## src/rtl/mwh_pkg.sv

```systemverilog
// ----------------------------------------------------------------------------
// mwh_pkg: shared types and constants for the word-stream murmur3 hash
// Item format passed from the classifier to the hash engine, engine states
// and the murmur3 x86_32 mixing constants.
// ----------------------------------------------------------------------------
`default_nettype none

package mwh_pkg;

    // Key word and byte-count widths
    localparam int unsigned WORD_W  = 32;
    localparam int unsigned NBYTE_W = 3;
    localparam int unsigned TDATA_IN_W  = 40;  // word + byte count, padded to bytes
    localparam int unsigned TDATA_OUT_W = 32;

    // Bytes in a full word
    localparam logic [NBYTE_W-1:0] FULL_BYTES = 3'd4;

    // Reset value of the seed register
    localparam logic [WORD_W-1:0] SEED_RESET = 32'hbebeb0ba;

    // murmur3 constants
    localparam logic [WORD_W-1:0] MUR_C1  = 32'hcc9e2d51;
    localparam logic [WORD_W-1:0] MUR_C2  = 32'h1b873593;
    localparam logic [WORD_W-1:0] MUR_ADD = 32'he6546b64;
    localparam logic [WORD_W-1:0] MUR_F1  = 32'h85ebca6b;
    localparam logic [WORD_W-1:0] MUR_F2  = 32'hc2b2ae35;

    // Classified item: masked key word and how the engine must use it
    typedef struct packed {
        logic [WORD_W-1:0]  word;       // bytes beyond the valid count zeroed
        logic [NBYTE_W-1:0] add_bytes;  // added to the byte count
        logic               full;       // 1: body mix, 0: tail XOR
        logic               last;       // finalize after this item
    } t_item;

    // Configuration write as seen by the engine
    typedef struct packed {
        logic              wr;
        logic [WORD_W-1:0] data;
    } t_cfg;

    // Hash engine sequencer
    typedef enum logic [2:0] {
        ST_IDLE,
        ST_SCR2,
        ST_MIX,
        ST_FIN1,
        ST_FIN2,
        ST_OUT
    } t_state;

    // Rotate left by a fixed amount
    function automatic logic [WORD_W-1:0] rotl(input logic [WORD_W-1:0] v,
                                               input int unsigned s);
        rotl = (v << s) | (v >> (WORD_W - s));
    endfunction

endpackage

`default_nettype wire

```

## src/rtl/murmur3_word_hash.sv

```systemverilog
// ----------------------------------------------------------------------------
// murmur3_word_hash: streaming MurmurHash3 x86_32 over 32-bit key words
// Key words enter on the s_axis channel, one hash per key leaves on m_axis.
//
// Input tdata: data_word in bits 31:0 (first key byte in 7:0), valid_bytes
// in bits 34:32, zero padding above. tlast marks the final word of a key;
// only that word honors valid_bytes (0..4, higher values count as 4).
// Output tdata: the 32-bit finalized hash. One transfer per key.
// The cfg channel writes the seed; a write also restarts the key state.
// Issue it only while no key is in flight; the block does not enforce this.
// A two-entry queue sits behind s_axis, so input transfers continue while
// the engine works or the output waits. The engine takes each non-last word
// through two scramble multiplies, then the mix, and the last word also
// through two finalizer multiplies and the output load; the multiplier
// steps set the rate. A last word passes through the queue, the scramble,
// mix and finalizer steps and the output register before its hash shows on
// m_axis. If m_axis stalls, the result holds and the engine waits with the
// next finished hash; the queue then fills and s_axis backs up.
// Reset loads the seed 0xbebeb0ba, clears the byte count and empties queue.
// ----------------------------------------------------------------------------
`default_nettype none

module murmur3_word_hash (
    input  wire logic                              i_clk,
    input  wire logic                              i_rst_n,
    // Seed write
    input  wire logic                              i_cfg_valid,
    output      logic                              o_cfg_ready,
    input  wire logic [mwh_pkg::WORD_W-1:0]        i_cfg_data,
    // Key words
    input  wire logic                              i_s_axis_tvalid,
    output      logic                              o_s_axis_tready,
    input  wire logic [mwh_pkg::TDATA_IN_W-1:0]    i_s_axis_tdata,  // data_word, valid_bytes
    input  wire logic                              i_s_axis_tlast,  // last
    // Hash results
    output      logic                              o_m_axis_tvalid,
    input  wire logic                              i_m_axis_tready,
    output      logic [mwh_pkg::TDATA_OUT_W-1:0]   o_m_axis_tdata   // hash
);

    logic           push;
    logic           pop;
    logic           q_full;
    logic           q_valid;
    mwh_pkg::t_item front_item;
    mwh_pkg::t_item head_item;
    mwh_pkg::t_cfg  cfg;

    // Seed writes are always taken
    assign o_cfg_ready = 1'b1;
    assign cfg.wr      = i_cfg_valid;
    assign cfg.data    = i_cfg_data;

    mwh_front u_front (
        .i_s_axis_tvalid (i_s_axis_tvalid),
        .o_s_axis_tready (o_s_axis_tready),
        .i_s_axis_tdata  (i_s_axis_tdata),
        .i_s_axis_tlast  (i_s_axis_tlast),
        .i_q_full        (q_full),
        .o_push          (push),
        .o_item          (front_item)
    );

    mwh_queue u_queue (
        .i_clk   (i_clk),
        .i_rst_n (i_rst_n),
        .i_push  (push),
        .i_item  (front_item),
        .i_pop   (pop),
        .o_full  (q_full),
        .o_valid (q_valid),
        .o_item  (head_item)
    );

    mwh_back u_back (
        .i_clk           (i_clk),
        .i_rst_n         (i_rst_n),
        .i_cfg           (cfg),
        .i_q_valid       (q_valid),
        .i_item          (head_item),
        .o_pop           (pop),
        .o_m_axis_tvalid (o_m_axis_tvalid),
        .i_m_axis_tready (i_m_axis_tready),
        .o_m_axis_tdata  (o_m_axis_tdata)
    );

endmodule

`default_nettype wire

```

## src/rtl/mwh_front.sv

```systemverilog
// ----------------------------------------------------------------------------
// mwh_front: input classifier
// Takes stream transfers, saturates the byte count, masks unused bytes and
// decides between a body mix and a tail XOR before queueing the item.
// ----------------------------------------------------------------------------
`default_nettype none

module mwh_front (
    input  wire logic                              i_s_axis_tvalid,
    output      logic                              o_s_axis_tready,
    input  wire logic [mwh_pkg::TDATA_IN_W-1:0]    i_s_axis_tdata,
    input  wire logic                              i_s_axis_tlast,
    input  wire logic                              i_q_full,
    output      logic                              o_push,
    output      mwh_pkg::t_item                    o_item
);

    logic [mwh_pkg::WORD_W-1:0]  word;
    logic [mwh_pkg::NBYTE_W-1:0] vb;
    logic [mwh_pkg::NBYTE_W-1:0] nb;

    assign word = i_s_axis_tdata[mwh_pkg::WORD_W-1:0];
    assign vb   = i_s_axis_tdata[mwh_pkg::WORD_W +: mwh_pkg::NBYTE_W];

    // Accept whenever the queue has room
    assign o_s_axis_tready = !i_q_full;
    assign o_push          = i_s_axis_tvalid && !i_q_full;

    // Counts above four saturate
    assign nb = (vb > mwh_pkg::FULL_BYTES) ? mwh_pkg::FULL_BYTES : vb;

    // Classification; non-last words always count as four bytes
    always_comb begin
        o_item.last = i_s_axis_tlast;
        if (!i_s_axis_tlast) begin
            o_item.full      = 1'b1;
            o_item.add_bytes = mwh_pkg::FULL_BYTES;
            o_item.word      = word;
        end else begin
            o_item.full      = (nb == mwh_pkg::FULL_BYTES);
            o_item.add_bytes = nb;
            case (nb)
                3'd0:    o_item.word = '0;
                3'd1:    o_item.word = {24'd0, word[7:0]};
                3'd2:    o_item.word = {16'd0, word[15:0]};
                3'd3:    o_item.word = {8'd0, word[23:0]};
                default: o_item.word = word;
            endcase
        end
    end

endmodule

`default_nettype wire

```

## src/rtl/mwh_queue.sv

```systemverilog
// ----------------------------------------------------------------------------
// mwh_queue: two-entry item queue
// Decouples the classifier from the hash engine so each side stalls alone.
// ----------------------------------------------------------------------------
`default_nettype none

module mwh_queue (
    input  wire logic            i_clk,
    input  wire logic            i_rst_n,
    input  wire logic            i_push,
    input  wire mwh_pkg::t_item  i_item,
    input  wire logic            i_pop,
    output      logic            o_full,
    output      logic            o_valid,
    output      mwh_pkg::t_item  o_item
);

    mwh_pkg::t_item r_mem [2];
    logic           r_wptr;
    logic           r_rptr;
    logic [1:0]     r_count;

    assign o_full  = (r_count == 2'd2);
    assign o_valid = (r_count != 2'd0);
    assign o_item  = r_mem[r_rptr];

    // Pointers and fill count
    always_ff @(posedge i_clk) begin
        if (!i_rst_n) begin
            r_wptr  <= 1'b0;
            r_rptr  <= 1'b0;
            r_count <= 2'd0;
        end else begin
            if (i_push) r_wptr <= !r_wptr;
            if (i_pop)  r_rptr <= !r_rptr;
            case ({i_push, i_pop})
                2'b10:   r_count <= r_count + 2'd1;
                2'b01:   r_count <= r_count - 2'd1;
                default: r_count <= r_count;
            endcase
        end
    end

    // Storage
    always_ff @(posedge i_clk) begin
        if (i_push) r_mem[r_wptr] <= i_item;
    end

    a_no_overflow: assert property (@(posedge i_clk) disable iff (!i_rst_n)
        !(i_push && r_count == 2'd2))
        else $error("queue written while full");

    a_no_underflow: assert property (@(posedge i_clk) disable iff (!i_rst_n)
        !(i_pop && r_count == 2'd0))
        else $error("queue read while empty");

endmodule

`default_nettype wire

```

## src/rtl/mwh_back.sv

```systemverilog
// ----------------------------------------------------------------------------
// mwh_back: murmur3 hash engine
// Sequencer, at most one registered multiply per step: scramble, mix into the
// running hash, and on the last item the fmix32 finalizer and output register.
// ----------------------------------------------------------------------------
`default_nettype none

module mwh_back (
    input  wire logic                               i_clk,
    input  wire logic                               i_rst_n,
    input  wire mwh_pkg::t_cfg                      i_cfg,
    input  wire logic                               i_q_valid,
    input  wire mwh_pkg::t_item                     i_item,
    output      logic                               o_pop,
    output      logic                               o_m_axis_tvalid,
    input  wire logic                               i_m_axis_tready,
    output      logic [mwh_pkg::TDATA_OUT_W-1:0]    o_m_axis_tdata
);

    mwh_pkg::t_state              r_state, n_state;
    logic [mwh_pkg::WORD_W-1:0]   r_seed;
    logic [mwh_pkg::WORD_W-1:0]   r_rh;
    logic [mwh_pkg::WORD_W-1:0]   r_cnt;
    logic [mwh_pkg::WORD_W-1:0]   r_k;
    logic [mwh_pkg::WORD_W-1:0]   r_h;
    logic [mwh_pkg::WORD_W-1:0]   r_out;
    logic                         r_ov;
    logic [mwh_pkg::NBYTE_W-1:0]  r_add;
    logic                         r_full;
    logic                         r_last;
    logic                         out_free;
    logic                         out_load;
    logic [mwh_pkg::WORD_W-1:0]   mix_x;
    logic [mwh_pkg::WORD_W-1:0]   fin_x;

    assign out_free        = !r_ov || i_m_axis_tready;
    assign o_m_axis_tvalid = r_ov;
    assign o_m_axis_tdata  = r_out;

    // Body mix input and finalizer input
    assign mix_x = mwh_pkg::rotl(r_rh ^ r_k, 13);
    assign fin_x = (r_rh ^ r_cnt) ^ ((r_rh ^ r_cnt) >> 16);

    // State register
    always_ff @(posedge i_clk) begin
        if (!i_rst_n) begin
            r_state <= mwh_pkg::ST_IDLE;
        end else begin
            r_state <= n_state;
        end
    end

    // Next state and step controls
    always_comb begin
        n_state  = r_state;
        o_pop    = 1'b0;
        out_load = 1'b0;
        unique case (r_state)
            mwh_pkg::ST_IDLE: begin
                if (i_q_valid) begin
                    o_pop   = 1'b1;
                    n_state = mwh_pkg::ST_SCR2;
                end
            end
            mwh_pkg::ST_SCR2: n_state = mwh_pkg::ST_MIX;
            mwh_pkg::ST_MIX:  n_state = r_last ? mwh_pkg::ST_FIN1 : mwh_pkg::ST_IDLE;
            mwh_pkg::ST_FIN1: n_state = mwh_pkg::ST_FIN2;
            mwh_pkg::ST_FIN2: n_state = mwh_pkg::ST_OUT;
            mwh_pkg::ST_OUT: begin
                if (out_free) begin
                    out_load = 1'b1;
                    n_state  = mwh_pkg::ST_IDLE;
                end
            end
            default: n_state = mwh_pkg::ST_IDLE;
        endcase
    end

    // Key state: seed, running hash, byte count, output valid
    always_ff @(posedge i_clk) begin
        if (!i_rst_n) begin
            r_seed <= mwh_pkg::SEED_RESET;
            r_rh   <= mwh_pkg::SEED_RESET;
            r_cnt  <= '0;
            r_ov   <= 1'b0;
        end else begin
            if (r_state == mwh_pkg::ST_MIX) begin
                r_rh  <= r_full ? ((mix_x << 2) + mix_x + mwh_pkg::MUR_ADD)
                                : (r_rh ^ r_k);
                r_cnt <= r_cnt + mwh_pkg::WORD_W'(r_add);
            end
            // Reload for the next key once the finalizer has read the state
            if (r_state == mwh_pkg::ST_FIN1) begin
                r_rh  <= r_seed;
                r_cnt <= '0;
            end
            if (i_cfg.wr) begin
                r_seed <= i_cfg.data;
                r_rh   <= i_cfg.data;
                r_cnt  <= '0;
            end
            if (out_load) begin
                r_ov <= 1'b1;
            end else if (i_m_axis_tready) begin
                r_ov <= 1'b0;
            end
        end
    end

    // Datapath: at most one multiply per step
    always_ff @(posedge i_clk) begin
        case (r_state)
            mwh_pkg::ST_IDLE: begin
                if (o_pop) begin
                    r_k    <= i_item.word * mwh_pkg::MUR_C1;
                    r_add  <= i_item.add_bytes;
                    r_full <= i_item.full;
                    r_last <= i_item.last;
                end
            end
            mwh_pkg::ST_SCR2: r_k <= mwh_pkg::rotl(r_k, 15) * mwh_pkg::MUR_C2;
            mwh_pkg::ST_FIN1: r_h <= fin_x * mwh_pkg::MUR_F1;
            mwh_pkg::ST_FIN2: r_h <= (r_h ^ (r_h >> 13)) * mwh_pkg::MUR_F2;
            mwh_pkg::ST_OUT: begin
                if (out_load) r_out <= r_h ^ (r_h >> 16);
            end
            default: r_k <= r_k;
        endcase
    end

    a_reload_after_fin: assert property (@(posedge i_clk) disable iff (!i_rst_n)
        (r_state == mwh_pkg::ST_FIN1) |=> (r_cnt == '0 && r_rh == r_seed))
        else $error("key state not reloaded after finalize");

    a_result_shown: assert property (@(posedge i_clk) disable iff (!i_rst_n)
        out_load |=> r_ov)
        else $error("finalized hash not presented");

    a_pop_only_idle: assert property (@(posedge i_clk) disable iff (!i_rst_n)
        o_pop |-> (r_state == mwh_pkg::ST_IDLE && i_q_valid))
        else $error("item taken while engine busy");

endmodule

`default_nettype wire

```

## config.mk

```make
export PLATFORM = sky130hd
export DESIGN_NAME = murmur3_word_hash
export DESIGN_NICKNAME = d
export VERILOG_FILES = /design/src/rtl/mwh_pkg.sv /design/src/rtl/murmur3_word_hash.sv /design/src/rtl/mwh_front.sv /design/src/rtl/mwh_queue.sv /design/src/rtl/mwh_back.sv
export SDC_FILE = /design/constraint.sdc
export NUM_CORES = 2
export LEC_CHECK = 0
export BUFFER_PORTS_ARGS = -buffer_cell sky130_fd_sc_hd__clkbuf_2
export CAP_MARGIN = 10
export CORE_MARGIN = 5
export CORE_UTILIZATION = 60
export DETAILED_ROUTE_END_ITERATION = 6
export GPL_ROUTABILITY_DRIVEN = 0
export GPL_TIMING_DRIVEN = 0
export PLACE_DENSITY_LB_ADDON = 0.08
export SLEW_MARGIN = 20
export SYNTH_ARGS = -nofsm -noshare
export SYNTH_HDL_FRONTEND = slang
export SYNTH_SLANG_ARGS = --single-unit
```

## constraint.sdc

```tcl
create_clock -name i_clk -period 6.8 [get_ports i_clk]
set_input_delay 1.02 -clock i_clk [delete_from_list [all_inputs] [get_ports i_clk]]
set_output_delay 1.02 -clock i_clk [all_outputs]
set_load 0.05 [all_outputs]
```

==> results.py <==
metrics = {
    "run_status": {
        "status": "finished with violations",
        "failed_checks": "negative setup slack",
    },
    "drt": {
        "wl_met1_um": 55600,
        "wl_met2_um": 68900,
        "initialDrtViolationCount": 2477,
        "wl_per_cell_um": 22.5,
        "wl_um": 142000,
        "viasPerCell": 5.61,
        "num_vias": 35440,
        "top_layer": "met4",
        "firstDrtPassIters": 5,
        "drc_errors": 0,
        "routed-wl-met3_um": 9380,
        "ant_nets": 0,
    },
    "sta": {
        "fin_crit_ns": 7.02,
        "rsz0062_at_grt": "yes",
        "period_share": 1.03,
        "hold_violations": 0,
        "final_max_slew_viol_count": 0,
        "setup_violations": 9,
        "tns_ns": -1.03,
        "tightest_slew_ns": 0.956,
        "slew_headroom": 0.358,
        "max_freq_mhz": 143,
        "fin_worst_skew_ns": 0.0393,
        "setup_ws_ns": -0.217,
    },
    "floorplanning": {
        "design.core.area_um2": 79300,
        "rows": 103,
        "num_io_pins": 113,
        "initial_utilization": 0.607,
        "dieArea_um2": 86000,
        "fp.dieW_um": 293,
        "die_y_um": 293,
    },
    "critical_path": {
        "endpoint_kind": "flop",
        "critical_path_class": "reg2reg",
        "startpoint_type": "flop",
        "critPathArrivalTime_ns": 7.32,
        "cp_max_fo": 6,
        "required_ns": 7.11,
    },
    "worst_hold_path": {
        "min_path_type": "reg2reg",
    },
    "clock_tree": {
        "cts-root-buf": "clkbuf_16",
        "insertion_delay_ns": 0.61,
        "clockBufferDepth": 3,
        "cts_tree": "done",
        "clkSinkCount": 280,
        "htree_levels": 1,
        "cts_buffers": 30,
        "clk_pin_slew_ns": 0.07,
    },
    "logic_synthesis": {
        "synthCells": 4838,
        "avgSynthCellArea_um2": 9.95,
        "synth_top_area_frac": 0.304,
        "synth-seq-area-share": 0.153,
        "syn_area_um2": 48100,
        "yosys-top-cells-area": "fa_1 (30%), ha_1 (21%), edfxtp_1 (11%)",
        "synth_seq_cells": 280,
        "synthArstFlopShare": 0,
        "yosysWarnings": 0,
        "synth_edf_count": 175,
        "synth_flop_cell": "edfxtp_1",
        "synth_cell_types": 89,
        "synth_top_area_cell": "fa_1",
        "synth_nets": 6468,
    },
    "global_routing": {
        "grt_pass1_vias": 37648,
        "grt_max_degree": 33,
        "antenna_found_initial": 3,
        "grt_usage": 0.329,
        "grt_pass1_wl_um": 217000,
        "overflow": 0,
    },
    "placed_design": {
        "dpl_worst_slack_ns": -1.45,
        "place_hpwl_um": 113000,
        "io_buffers": 106,
    },
    "layout": {
        "drive_above_1_share": 0.165,
        "n_fill_cell": 5829,
        "syn_to_final_growth_pct": 17.3,
        "final_nets": 6870,
    },
    "run": {
        "maxCapViolCount": 0,
    },
}
-- registers in the layout (all words and copies together), names as in the netlist, named ones only --
name                    cells
u_back.r_k                 32
u_back.o_m_axis_tdata      32
u_back.r_add                3
u_back.r_h                 32
u_back.r_seed              32
u_back.o_m_axis_tvalid      1
u_queue.r_count             2
u_back.r_rh                32
u_queue.r_mem              74
u_back.r_last               1
u_back.r_cnt               32
u_queue.r_wptr              1
u_back.r_full               1
u_queue.r_rptr              1
u_back.r_state              3
-- worst max-delay path: stages, from the launching register on --
cell      delay, ns
edfxtp_1       0.48
xnor2_4        0.46
buf_12         0.17
xnor2_2        0.11
inv_1          0.10
fa_2           0.38
fa_2           0.48
fa_1           0.49
inv_1          0.05
fa_1           0.52
fa_1           0.43
fa_1           0.49
inv_1          0.05
fa_1           0.49
inv_2          0.07
ha_4           0.31
o2111a_2       0.25
nand3_2        0.10
buf_6          0.14
o31ai_4        0.35
o41ai_4        0.11
a21bo_2        0.23
buf_6          0.12
a31oi_4        0.15
o21a_1         0.14
o31ai_2        0.06
-- what timing repair did --
action	CTS	global route
gates resized for setup	349	183
pin swaps	129	141
setup endpoints to repair	33	22
gates cloned	1	0
buffers inserted	202	61
hold buffers	0	0
-- metal layers --
layer / global-route usage / vias to the layer above
li1: - / 16088
met1: 0.428 / 17626
met2: 0.564 / 1321
met3: 0.0419 / 405
met4: 0.131 / 0
met5: 0 / -
-- worst paths after layout --
kind                                                        to  slack [ns]                           start  depth (start not counted)
worst max-delay path                  u_back.r_h[29]$_DFFE_PP_       -0.22         u_back.r_h[7]$_DFFE_PP_                         25
worst min-delay path            u_back.r_seed[17]$_SDFFE_PN1P_        0.46  u_back.r_seed[17]$_SDFFE_PN1P_                          1
worst max register to register        u_back.r_h[29]$_DFFE_PP_       -0.22         u_back.r_h[7]$_DFFE_PP_                         25
worst min register to register  u_back.r_seed[17]$_SDFFE_PN1P_        0.46  u_back.r_seed[17]$_SDFFE_PN1P_                          1
-- cells in the mapped netlist, types with 6 or more instances --
cell and instances:
inv_1 1304, ha_1 820, fa_1 732, xnor2_1 254, edfxtp_1 175, nand2_1 172, nor2_1 172, a21oi_1 157
o21ai_0 138, xor2_1 131, dfxtp_1 105, a21o_1 58, clkbuf_1 54, nand3_1 41, nor2b_1 41, a211oi_1 36
mux2i_1 36, nor3_1 30, and2_1 29, o21a_1 25, mux2_2 24, o211ai_1 24, or3_1 24, nand2b_1 21
and3_1 20, a21boi_0 17, o31ai_1 15, a31oi_1 11, o21bai_1 11, or2_2 11, a211o_1 10, buf_1 10
nand4_1 9, o311ai_0 8, nor4_1 6, o211a_1 6, o21ai_1 6
-- through the flow --
step	hold WS, ns	area [um2]	utilization	cells
finish	0.459	56500	0.713	6316
global route	0.465	56500	0.713	6316
CTS	0.457	54900	0.693	6254
detailed placement	0.443	50300	0.634	5999
global placement	0.436	50200	0.633	5994
floorplan	0.430	48300	-	4838
-- kinds of logic after synthesis --
kind of cell,share of synthesized area
adder cells (fa/ha/maj),0.518
buffers and inverters,0.108
AND/OR/NAND/NOR,0.0597
AO/OA/AOI/OAI,0.0782
XOR/XNOR,0.0708
flip-flops,0.153
multiplexers,0.0131
other,0.0000779
-- layout by cell type (no fill, tap or decap), types with 62 or more instances in the layout --
cell type and instances:
nor2_1 165, edfxtp_1 175, xnor2_1 208, clkbuf_2 107
inv_1 1257, dfxtp_1 62, xor2_1 98, o21ai_0 131
ha_1 725, a21oi_1 141, fa_1 698, ha_4 83
buf_4 235, nand2_1 167
-- final cells by class --
class                           count  area, um2  share of cell area
Sequential cell                   280       7440               0.132
Timing Repair Buffer              374       2820              0.0499
Clock inverter                     19        236             0.00419
Multi-Input combinational cell   3182      38600               0.684
Tap cell                         1050       1310              0.0233
Buffer                             67        338             0.00598
Clock buffer                       37        787              0.0139
Inverter                         1305       4920              0.0871
Antenna cell                        2       5.00           0.0000886
Power is left out: the tool's default activity adds up to more than one toggle a clock period on the data nets, which glitch-free logic cannot reach.
